$ cat src/rtl/bmsirq_pkg.sv
`default_nettype none

package bmsirq_pkg;

  // Default sizes handed to the top level.
  localparam int WORK_RAM_DEPTH_DEF = 8192;
  localparam int A12_MIN_GAP_DEF    = 16;

  // Fixed field widths.
  localparam int ADDR_W   = 16;
  localparam int DATA_W   = 8;
  localparam int CYCLE_W  = 48;
  localparam int MAP_W    = 22;
  localparam int PRG_BANK_W = 9;
  localparam int CFG_INDEX_W = 2;
  localparam int CFG_DATA_W  = 8;

  // Item modes.
  typedef enum logic [2:0] {
    MODE_CPU_READ  = 3'd0,
    MODE_CPU_WRITE = 3'd1,
    MODE_PPU_READ  = 3'd2,
    MODE_PPU_WRITE = 3'd3,
    MODE_SYNC      = 3'd4
  } mode_t;

  // Result kinds.
  typedef enum logic [1:0] {
    KIND_NONE = 2'd0,
    KIND_RAM  = 2'd1,
    KIND_PRG  = 2'd2,
    KIND_CHR  = 2'd3
  } kind_t;

  // Mapper register decode: {address[14:13], address[0]}.
  typedef enum logic [2:0] {
    REG_BANK_SELECT = 3'd0,
    REG_BANK_DATA   = 3'd1,
    REG_MIRROR      = 3'd2,
    REG_RAM_PROTECT = 3'd3,
    REG_IRQ_LATCH   = 3'd4,
    REG_IRQ_RELOAD  = 3'd5,
    REG_IRQ_DISABLE = 3'd6,
    REG_IRQ_ENABLE  = 3'd7
  } reg_code_t;

  // Configuration register indexes.
  typedef enum logic [CFG_INDEX_W-1:0] {
    CFG_PRG_ROM_BANKS = 2'd0,
    CFG_CHR_IS_RAM    = 2'd1,
    CFG_QUAD_SCREEN   = 2'd2
  } cfg_index_t;

  // Mirroring codes.
  localparam logic [1:0] MIRROR_QUAD_SCREEN = 2'd2;

  // Bank state seen by the address translator.
  typedef struct packed {
    logic [7:0]      prg_rom_banks;
    logic [7:0]      bank_select;
    logic [7:0][7:0] regs;
  } bank_state_t;

endpackage

`default_nettype wire

$ cat src/rtl/bmsirq_map.sv
`default_nettype none

module bmsirq_map (
  input  wire bmsirq_pkg::bank_state_t            banks,
  input  wire logic [bmsirq_pkg::ADDR_W-1:0]      address,
  output logic      [bmsirq_pkg::MAP_W-1:0]       prg_address,
  output logic      [bmsirq_pkg::MAP_W-1:0]       chr_address
);

  logic [bmsirq_pkg::PRG_BANK_W-1:0] last_bank;
  logic [bmsirq_pkg::PRG_BANK_W-1:0] second_bank;
  logic [bmsirq_pkg::PRG_BANK_W-1:0] prg_bank;
  logic                              prg_swap;
  logic [12:0]                       chr_a;
  logic [7:0]                        chr_reg;
  logic [2:0]                        chr_sel;

  // The two fixed banks are the last two 8 KB banks, wrapping in nine bits.
  assign last_bank   = {1'b0, banks.prg_rom_banks} + {1'b0, banks.prg_rom_banks} - 9'd1;
  assign second_bank = {1'b0, banks.prg_rom_banks} + {1'b0, banks.prg_rom_banks} - 9'd2;
  assign prg_swap    = banks.bank_select[6];

  always_comb begin
    case (address[14:13])
      2'd0:    prg_bank = prg_swap ? second_bank : {1'b0, banks.regs[6]};
      2'd1:    prg_bank = {1'b0, banks.regs[7]};
      2'd2:    prg_bank = prg_swap ? {1'b0, banks.regs[6]} : second_bank;
      default: prg_bank = last_bank;
    endcase
    prg_address = {prg_bank, address[12:0]};
  end

  // CHR inversion swaps the 2 KB half and the 1 KB half of pattern space.
  always_comb begin
    chr_a   = {address[12] ^ banks.bank_select[7], address[11:0]};
    chr_sel = {1'b0, chr_a[11:10]} + 3'd2;
    if (!chr_a[12]) begin
      chr_reg     = chr_a[11] ? banks.regs[1] : banks.regs[0];
      chr_address = {4'd0, chr_reg[7:1], chr_a[10:0]};
    end else begin
      chr_reg     = banks.regs[chr_sel];
      chr_address = {4'd0, chr_reg, chr_a[9:0]};
    end
  end

endmodule

`default_nettype wire

$ cat config.mk
export PLATFORM = sky130hd
export DESIGN_NAME = bmsirq_map
export DESIGN_NICKNAME = d
export VERILOG_FILES = /design/src/rtl/bmsirq_pkg.sv /design/src/rtl/bmsirq_map.sv
export SDC_FILE = /design/constraint.sdc
export NUM_CORES = 1
export LEC_CHECK = 0
export BUFFER_PORTS_ARGS = -buffer_cell sky130_fd_sc_hd__buf_2
export CAP_MARGIN = 20
export CORE_ASPECT_RATIO = 0.7
export CORE_UTILIZATION = 35
export DETAILED_ROUTE_END_ITERATION = 10
export MAX_ROUTING_LAYER = met4
export PLACE_DENSITY = 0.9
export SLEW_MARGIN = 40
export SYNTH_ARGS = -nofsm -noshare
export SYNTH_HDL_FRONTEND = slang
export SYNTH_SLANG_ARGS = --single-unit
export TNS_END_PERCENT = 20
$ cat constraint.sdc
create_clock -name vclk -period 2.8
set_input_delay 0.56 -clock vclk [all_inputs]
set_output_delay 0.56 -clock vclk [all_outputs]
set_load 0.02 [all_outputs]
* After elaboration in Yosys (flattened, before gate mapping)
Index checks and enable logic that the tools add are counted.
** Storage, ports and cells
- Bits of input ports :: 96
- Output and inout bits :: 44
- Word-level logic and storage cells :: 16
- Bits in registers :: 0
** Operators by class
- Reductions and logical operators :: 1
- Order comparisons :: 1
- Eq/ne operators :: 2
- Mux-type cells :: 7
- Bitwise logic cells :: 1
- $add $sub $neg :: 4
** Operator list (count)
- 9-bit case mux with 3 select lines :: 1
- 8-bit binary-select mux with 3-bit select :: 1
- 18-bit two-way mux :: 1
- 9-bit two-way mux :: 2
- 8-bit two-way mux :: 2
- 8-bit by 8-bit adder with 9-bit output :: 1
- 9-bit by 1-bit subtractor with 9-bit output (second input constant) :: 1
- 9-bit by 2-bit subtractor with 9-bit output (second input constant) :: 1
- 3-bit by 4-bit < comparator with 1-bit output (second input constant) :: 1
- 2-bit by 2-bit adder with 3-bit output (second input constant) :: 1
- 2-bit by 1-bit equality test with 1-bit output (second input constant) :: 1
- 2-bit equality test (second input constant) :: 1
- 2-bit logical NOT :: 1
- 1-bit bitwise XOR :: 1

* Logic depth before layout (Yosys ltp)
Gate-level depths: netlist of run 1.
- Word-level depth :: 4
- Gate-level depth with buffers :: 6
- Mapped depth without buffers :: 6

* Least setup slack after synthesis of run 1
Ideal clock, no wire load.
- Path type :: input to output
- Start point :: input port banks[72] (netlist name)
- End point :: output port prg_address[18] (netlist name)
- Buffers on the path :: 0
- Setup slack :: 551 ps
- Stages on the path :: 6
- Arrival time :: 1689 ps
- Required time :: 2240 ps
- Cells stage by stage :: inv_1 -> ha_1 -> nor3b_1 -> xnor2_1 -> a21oi_1 -> or3_1
** Between the ends
- Longest elaborated chain between the ends :: 4
- Elaborated cells between the ends (all ways) :: 6
- Those cells by class :: 3 x add/sub; 3 x mux
** RTL lines
- start, declared :: RTL line bmsirq_map.sv:4 : input wire bmsirq_pkg::bank_state_t banks,
- 8-bit by 8-bit adder with 9-bit output (*) :: RTL line bmsirq_map.sv:19, bmsirq_map.sv:20
- 9-bit by 2-bit subtractor with 9-bit output :: RTL line bmsirq_map.sv:20 : assign second_bank = {1'b0, banks.prg_rom_banks} + {1'b0, banks.prg_rom_banks} - 9'd2;
- 9-bit two-way mux, on equally long branches :: RTL line bmsirq_map.sv:27, bmsirq_map.sv:25
- 9-bit case mux with 3 select lines (*) :: RTL line bmsirq_map.sv:24 : case (address[14:13])
- end, declared :: RTL line bmsirq_map.sv:6 : output logic [bmsirq_pkg::MAP_W-1:0] prg_address,
Every way passes the cells marked *; elsewhere a longest branch is shown, timed or not.

* Worst setup path in the final report of run 1
Ends and elaborated chain as after synthesis.

==> results by group, run 1 <==
Run status
  – Status: completed

Timing
  – Final Max Slew Viols: 0
  – Hold Fails Final Rpt: 0
  – Hold_ws: 1120 ps
  – Achievable frequency: 0.392 GHz
  – RSZ-0062 raised after global routing: no
  – Tcrit/Tclk final: 0.910
  – Fin Setup TNS: 0 ps
  – Fin crit period: 2550 ps
  – # setup viols final: 0

Synthesis
  – Main combinational cell family by area after synthesis: buffers and inverters
  – Syn Inst Count: 144
  – Simple-gate share of the synthesized area: 0.220
  – Post-synthesis mux area share: 0.243
  – Complex-gate fraction of the synthesized area: 0.207
  – Avg Synthesized Cell Area: just over 7 um2
  – Sequential fraction of the synthesis area: 0
  – Adder-Cell Fraction of Synth Area: 0.0122
  – Synth Cell Area: 1020 um2
  – Synth cell types: 33
  – Xor and xnor area share after synthesis: 0.0599
  – Syn. warnings: 0

Flow run
  – Max-cap violation count: 0

Global route
  – Largest net degree at the start of global routing: 20
  – Number of global-route vias before repair: 937
  – Gr usage total: 0.160
  – First-pass GRT wire length: 3.83 mm
  – GRT overflow: 0
  – Initial antenna violation count: 0

Detailed routing
  – ANT nets after route: 0
  – Routed vias/inst: 5.01
  – Wire per inst: approximately 11 um
  – Iter 0 DRT Violations: 36
  – Via count: 1237
  – DR pass1 iterations: 4
  – Final WL: 2.70 mm
  – DRC errors left: 0

Worst setup path
  – Data required time of the worst path: 2240 ps
  – Arr. time, crit path: approximately 2000 ps
  – Critical path's most frequent cell: buf_2
  – Critical path peak fanout: 5
  – Slowest-stage cell, CP: or3_1
  – Worst setup SP type: input pin
  – Crit. End Element: primary output
  – Crit Path Category: in -> out
  – CP peak stage delay: 360 ps
  – Critical-path cell list: buf_2 > inv_1 > ha_1 > nor3b_1 > xnor2_1 > a21oi_1 > or3_1 > buf_2

Cells and area
  – Sequential Area: 0 um2
  – Nets: 310
  – Syn-to-layout area delta: 31.5%
  – Layout cell share with drive strength beyond 1: 0.521
  – Seq_cells: 0
  – Commonest non-fill, non-tap cell in the layout: buf_2
  – # diodes: 0
  – Most frequent cells in the layout: 97 x buf_2, 14 x nand2_1, 14 x a21oi_1
  – Fillers: 263
  – Clock buffer cells: 0

CTS
  – PostCTS Resize Cnt: 0
  – Post-CTS Setup Inserts: 0
  – Number of hold buffers added after cts: 0

Floorplanning
  – Initial Utilization: 0.368
  – Cell Rows: 16
  – Io pins: 140
  – Width of the die: 66.6 um
  – Die Span Y: 47.2 um
  – Die area: approximately 3100 um2
  – Core box area: ~2800 um2

Power
  – Peak supply drop: 121 uV
  – Static Leak: 0.704 nW
  – Pwr dens: 192 nW/um2

Min path
  – HP Class: in -> out

Placement
  – Port-buffer cells: 97
  – GPL Wtd Cong: 0.736
  – DP HPWL: 2.36 mm
## cell usage after synthesis (all sizes together), types with 2 or more instances
| cell | count | area (um2) |
|---|---|---|
| a21oi | 14 | 70.1 |
| a22oi | 5 | 37.5 |
| buf | 31 | 223 |
| clkbuf | 5 | 18.8 |
| inv | 5 | 18.8 |
| mux2i | 8 | 80.1 |
| mux4 | 7 | 158 |
| nand2 | 14 | 52.6 |
| nand4b | 2 | 17.5 |
| nor2 | 13 | 48.8 |
| nor2b | 2 | 12.5 |
| nor3b | 2 | 15.0 |
| nor4b | 2 | 17.5 |
| o21ai | 11 | 55.1 |
| or3 | 2 | 12.5 |
| xnor2 | 6 | 52.6 |
## cells by family (layout without fill, tap and decap cells)
logic type               after synthesis  after routing
AO/OA/AOI/OAI                         36             36
AND/OR/NAND/NOR                       42             42
XOR/XNOR                               7              7
other                                  1              4
buffers and inverters                 41            105
multiplexers                          16             16
adder cells (fa/ha/maj)                1              1
## critical path, delay by kind of cell
family	cells	cell delay, ps
compound gates	1	50
xor+xnor	1	170
fa+ha+maj	1	200
buf+inv	3	380
simple gates	2	610
## layout make-up
type                            count  area (um2)  share of cell area
Inverter                            5        18.8              0.0139
Tap cell                           36        45.0              0.0335
Timing Repair Buffer              100         508               0.377
Multi-Input combinational cell    106         774               0.575
## path summary, 6_finish.rpt
check                 cells past startpoint        from  slack (ps)               to
worst min-delay path                      0  address[5]        1120   prg_address[5]
worst max-delay path                      8   banks[72]         250  prg_address[18]
## metal layers
layer | up-vias | part of all wire | global-route usage
met3 | 0 | 0.061 | 0
met1 | 564 | 0.44 | 0.200
li1 | 622 | - | -
met4 | 0 | 0 | 0.00426
met2 | 51 | 0.50 | 0.311
met5 | - | 0 | -
## through the flow
stage	worst slack, ps	utilization	instances	instance area (um2)	power, mW
after global routing	99.2	0.484	247	1350	0.284
after global placement	291	0.484	247	1350	0.255
final	251	0.484	247	1350	0.258
after floorplan	551	-	147	1030	0.203
after CTS	260	0.484	247	1350	0.259
after detailed placement	267	0.484	247	1350	0.259
## power breakdown
group | switching, mW | internal, mW
logic | 0.141 | 0.118
clock network | 0 | 0
registers | 0 | 0
Note: power is estimated with default switching activity, not from simulation.
==> run 2: changes to the inputs <==
- ABC_CLOCK_PERIOD_IN_PS: unset -> 2800
- CORE_MARGIN: unset -> 2
==> run 2 against run 1 <==
  * Hold slack unchanged
  * Maximum frequency increased by 0.44%
  * Sequential share of layout area unchanged
  * First-iteration DRC count decreased by 36%
  * Utilization unchanged
  * Cell count unchanged
  * Global-route usage increased by 1.1 points
  * Combinational power about the same
  * Non-clock buffer count unchanged
  * Count of clock-buffer cells in the layout unchanged
==> results by group, run 2 (synthesis results as in run 1) <==
Worst setup path
  – Crit. End Element: primary output
  – Critical path's most frequent cell: buf_2
  – Crit. path cell count: 8 (unchanged)
  – Arr. time, crit path: 1980 ps (about the same)
  – Worst setup SP type: input pin
  – CP delay by family, top: simple AND/OR/NAND/NOR gates
  – Buf/Inv on CP: 3 (unchanged)
  – Critical path peak fanout: 5 (unchanged)
  – Data required time of the worst path: 2240 ps (about the same)
  – Slowest-stage cell, CP: or3_1
  – Critical-path cell list: buf_2 > inv_1 > ha_1 > nor3b_1 > xnor2_1 > a21oi_1 > or3_1 > buf_2
  – Crit Path Category: in -> out
  – CP peak stage delay: 360 ps (about the same)

Cells and area
  – Fillers: 279 (+6.1%)
  – Layout cell share with drive strength beyond 1: 0.521 (unchanged)
  – Most frequent cells in the layout: 97 x buf_2, 14 x nand2_1, 14 x a21oi_1
  – Seq_cells: 0 (unchanged)
  – Clock buffer cells: 0 (unchanged)
  – # diodes: 0 (unchanged)
  – Post-route cell area: 1350 um2 (unchanged)
  – Commonest non-fill, non-tap cell in the layout: buf_2
  – Nets: 310 (unchanged)
  – Syn-to-layout area delta: 31.5% (unchanged)
  – Sequential Area: 0 um2 (unchanged)

Global route
  – Number of global-route vias before repair: 1166 (+24%)
  – First-pass GRT wire length: 4.65 mm (+21%)
  – Initial antenna violation count: 0 (unchanged)
  – GRT overflow: 0 (unchanged)
  – Largest net degree at the start of global routing: 20 (unchanged)
  – Gr usage total: 0.171 (+0.0109)

Min path
  – HP Class: in -> out
  – Hold Path Sink: prg_address[5]
  – Hold Crit Depth: 0 (unchanged)
  – HP Start: address[5]

Floorplanning
  – Core box area: 2780 um2 (unchanged)
  – Width of the die: 68.6 um (+3.0%)
  – Io pins: 140 (unchanged)
  – Cell Rows: 16 (unchanged)
  – Die area: 3380 um2 (+7.4%)
  – Die Span Y: 49.2 um (+4.2%)
  – Initial Utilization: 0.368 (unchanged)

Detailed routing
  – Wire per inst: 11.5 um (+5.4%)
  – Iter 0 DRT Violations: 23 (-36%)
  – Final WL: 2.85 mm (+5.4%)
  – DR pass1 iterations: 4 (unchanged)
  – Routed vias/inst: 5.05 (+0.89%)
  – DRC errors left: 0 (unchanged)
  – Via count: 1248 (+0.89%)
  – ANT nets after route: 0 (unchanged)

Timing
  – Fin Setup TNS: 0 ps (unchanged)
  – # setup viols final: 0 (unchanged)
  – Tcrit/Tclk final: 0.906 (-0.00398)
  – Hold Fails Final Rpt: 0 (unchanged)
  – Final Max Slew Viols: 0 (unchanged)
  – Fin crit period: 2540 ps (-11.1 ps)
  – Achievable frequency: 0.394 GHz (+0.44%)
  – RSZ-0062 raised after global routing: no
  – Hold_ws: 1120 ps (unchanged)

Placement
  – DP HPWL: 2.53 mm (+7.2%)
  – Port-buffer cells: 97 (unchanged)
  – GPL Wtd Cong: 0.852 (+16%)
  – Post-place instance area: 1350 um2 (unchanged)

Run status
  – Status: completed

CTS
  – PostCTS Resize Cnt: 0 (unchanged)
  – Post-CTS Setup Inserts: 0 (unchanged)
  – Number of hold buffers added after cts: 0 (unchanged)

Power
  – Pwr dens: 193 nW/um2 (+0.43%)
  – Static Leak: 0.704 nW (unchanged)
  – Peak supply drop: 118 uV (-2.0%)

Flow run
  – Max-cap violation count: 0 (unchanged)
[run 2: cell counts in the layout (fill, tap and decap cells not counted)]
No cell type changed its count.
[run 2: how the worst max path moves through the flow]
stage | startpoint | slack (ps) | end
after floorplan | banks[72] | 550 | prg_address[18]
final | banks[72] | 260 | prg_address[18]
after global placement | banks[72] | 290 | prg_address[18]
after global routing | banks[72] | 150 | prg_address[18]
after detailed placement | banks[72] | 270 | prg_address[18]
after CTS | banks[72] | 270 | prg_address[18]
[run 2: routing by layer]
layer	part of all wire	wire length, um	vias to the layer above	track usage
met4	0	0	0	0
met1	0.41	1160	552	0.208
li1	-	-	621	-
met5	0	0	-	-
met3	0.10	286	0	0.0115
met2	0.49	1400	75	0.322
[run 2: power breakdown]
part / internal [mW] / leakage, nW / switching [mW] / total [mW]
clock: 0 / 0 / 0 / 0
sequential: 0 / 0 / 0 / 0
combinational: 0.118 / 0.704 / 0.142 / 0.259
total: 0.118 / 0.704 / 0.142 / 0.259
[run 2: stage by stage]
step                      power (mW)  instances  worst slack, ps  utilization
final                          0.259        247              262        0.484
after detailed placement       0.259        247              270        0.484
after floorplan                0.203        147              551            -
after CTS                      0.260        247              267        0.484
after global placement         0.255        247              287        0.484
after global routing           0.284        247              149        0.484
[run 2: layout make-up]
class / instances / area [um2] / area share
inverters: 5 / 18.8 / 0.0139
repair buffers: 100 / 508 / 0.377
well taps: 36 / 45.0 / 0.0335
multi-input cells: 106 / 774 / 0.575
==> run 3: changes to the inputs <==
- CORE_ASPECT_RATIO: 0.7 -> 1.2
- SLEW_MARGIN: 40 -> unset
==> run 3 against run 2 <==
  * Combinational power about the same
  * Power increased by 0.16%
  * Via count increased by 1.0%
  * Die area decreased by 0.16%
  * Wire length increased by 9.3%
  * Critical endpoint unchanged
  * Highest routed layer is now met4
  * Count of clock-buffer cells in the layout unchanged
  * Cell area decreased by 0.74%
  * Critical path depth unchanged
  * Sequential share of layout area unchanged
  * Utilization decreased by 0.40 points
==> results by group, run 3 (synthesis results as in run 1) <==
Run status
  – Status: completed

Cells and area
  – Commonest non-fill, non-tap cell in the layout: buf_2
  – Layout cell share with drive strength beyond 1: 0.519 (-0.00228)
  – Filler-free cell count of the finished design: 244 (-1.2%)
  – Most frequent cells in the layout: 97 x buf_2, 14 x nand2_1, 14 x a21oi_1
  – Syn-to-layout area delta: 30.6%
  – Multi-input logic area: 774 um2 (unchanged)
  – Nets: 309 (-0.32%)
  – Fillers: 282 (+1.1%)
  – Sequential Area: 0 um2 (unchanged)
  – Post-route cell area: 1340 um2 (-0.74%)
  – Seq_cells: 0 (unchanged)
  – # diodes: 0 (unchanged)
  – Clock buffer cells: 0 (unchanged)

Worst setup path
  – Critical path's most frequent cell: buf_2
  – Slowest-stage cell, CP: or3_1
  – Data required time of the worst path: 2240 ps (about the same)
  – Crit. End Element: primary output
  – Worst setup SP type: input pin
  – Critical-path cell list: buf_2 > inv_1 > ha_1 > nor3b_1 > xnor2_1 > a21oi_1 > or3_1 > buf_2
  – Buf/Inv on CP: 3 (unchanged)
  – Critical path peak fanout: 5 (unchanged)
  – Arr. time, crit path: 1970 ps (about the same)
  – CP delay by family, top: simple AND/OR/NAND/NOR gates
  – Crit Path Category: in -> out
  – CP peak stage delay: 360 ps (about the same)

Global route
  – Number of global-route vias before repair: 1160 (-0.51%)
  – Largest net degree at the start of global routing: 20 (unchanged)
  – Gr usage total: 0.179 (+0.00778)
  – First-pass GRT wire length: 4.66 mm (+0.15%)
  – GRT overflow: 0 (unchanged)
  – Initial antenna violation count: 0 (unchanged)

Floorplanning
  – Die Span Y: 63.2 um (+28%)
  – Width of the die: 53.4 um (-22%)
  – Io pins: 140 (unchanged)
  – Die area: 3370 um2 (-0.16%)
  – Initial Utilization: 0.367 (about the same)
  – Core box area: 2790 um2 (about the same)
  – Cell Rows: 21 (+5)

CTS
  – Number of hold buffers added after cts: 0 (unchanged)
  – Post-CTS Setup Inserts: 0 (unchanged)
  – PostCTS Resize Cnt: 0 (unchanged)

Timing
  – Achievable frequency: 0.396 GHz (+0.47%)
  – Fin crit period: 2530 ps (-11.9 ps)
  – # setup viols final: 0 (unchanged)
  – Tcrit/Tclk final: 0.902 (-0.00424)
  – Fin Setup TNS: 0 ps (unchanged)
  – Hold Fails Final Rpt: 0 (unchanged)
  – Final Max Slew Viols: 0 (unchanged)
  – Setup slack after layout: 274 ps (+11.9 ps)
  – RSZ-0062 raised after global routing: no

Power
  – Power Total: 260 uW (+0.16%)
  – Pwr dens: 194 nW/um2 (+0.91%)
  – Static Leak: 0.699 nW (-0.68%)
  – Peak supply drop: 105 uV (-12%)

Min path
  – HP Class: in -> out

Placement
  – Setup WS pre-CTS: 275 ps (+4.91 ps)
  – Placed insts: 244 (-1.2%)
  – DP HPWL: 2.77 mm (+9.5%)
  – GPL Wtd Cong: 0.735 (-14%)
  – Post-place instance area: 1340 um2 (-0.74%)
  – Port-buffer cells: 97 (unchanged)

Flow run
  – Max-cap violation count: 0 (unchanged)

Detailed routing
  – Metal2 WL: 1.70 mm (+21%)
  – ANT nets after route: 0 (unchanged)
  – Via count: 1261 (+1.0%)
  – Wire per inst: 12.8 um (+11%)
  – Max layer used: met4
  – Iter 0 DRT Violations: 30 (+30%)
  – DR pass1 iterations: 4 (unchanged)
  – DRC errors left: 0 (unchanged)
  – Metal3 WL: 420 um (+47%)
  – Metal-1 WL: 969 um (-16%)
  – Routed vias/inst: 5.17 (+2.3%)
  – Final WL: 3.11 mm (+9.3%)
## run 3: changes by cell type in the layout (fill, tap and decap cells not counted)
cell	delta
buf_4	-1
## run 3: final cells by class
cell class / count / share of cell area
Inverter: 5 / 0.0140
Multi-Input combinational cell: 106 / 0.580
Tap cell: 34 / 0.0318
Timing Repair Buffer: 99 / 0.375
## run 3: per-stage QoR
step	utilization	hold WS (ps)
global placement	0.480	1120
floorplan	-	1230
finish	0.480	1120
detailed placement	0.480	1120
global route	0.480	1120
CTS	0.480	1120
## run 3: path summary, 6_finish.rpt
| kind | from | to | depth (start not counted) |
|---|---|---|---|
| setup / recovery | banks[72] | prg_address[18] | 8 |
| hold / removal | address[5] | chr_address[5] | 0 |
## run 3: power breakdown
part,switching (mW),leakage (nW),internal [mW],total [mW]
logic,0.143,0.699,0.117,0.260
registers,0,0,0,0
clock network,0,0,0,0
total,0.143,0.699,0.117,0.260
## run 3: per-layer routing
layer | track usage | vias up
li1 | - | 617
met1 | 0.169 | 549
met2 | 0.363 | 91
met3 | 0.0332 | 4
met4 | 0.0160 | 0
met5 | - | -
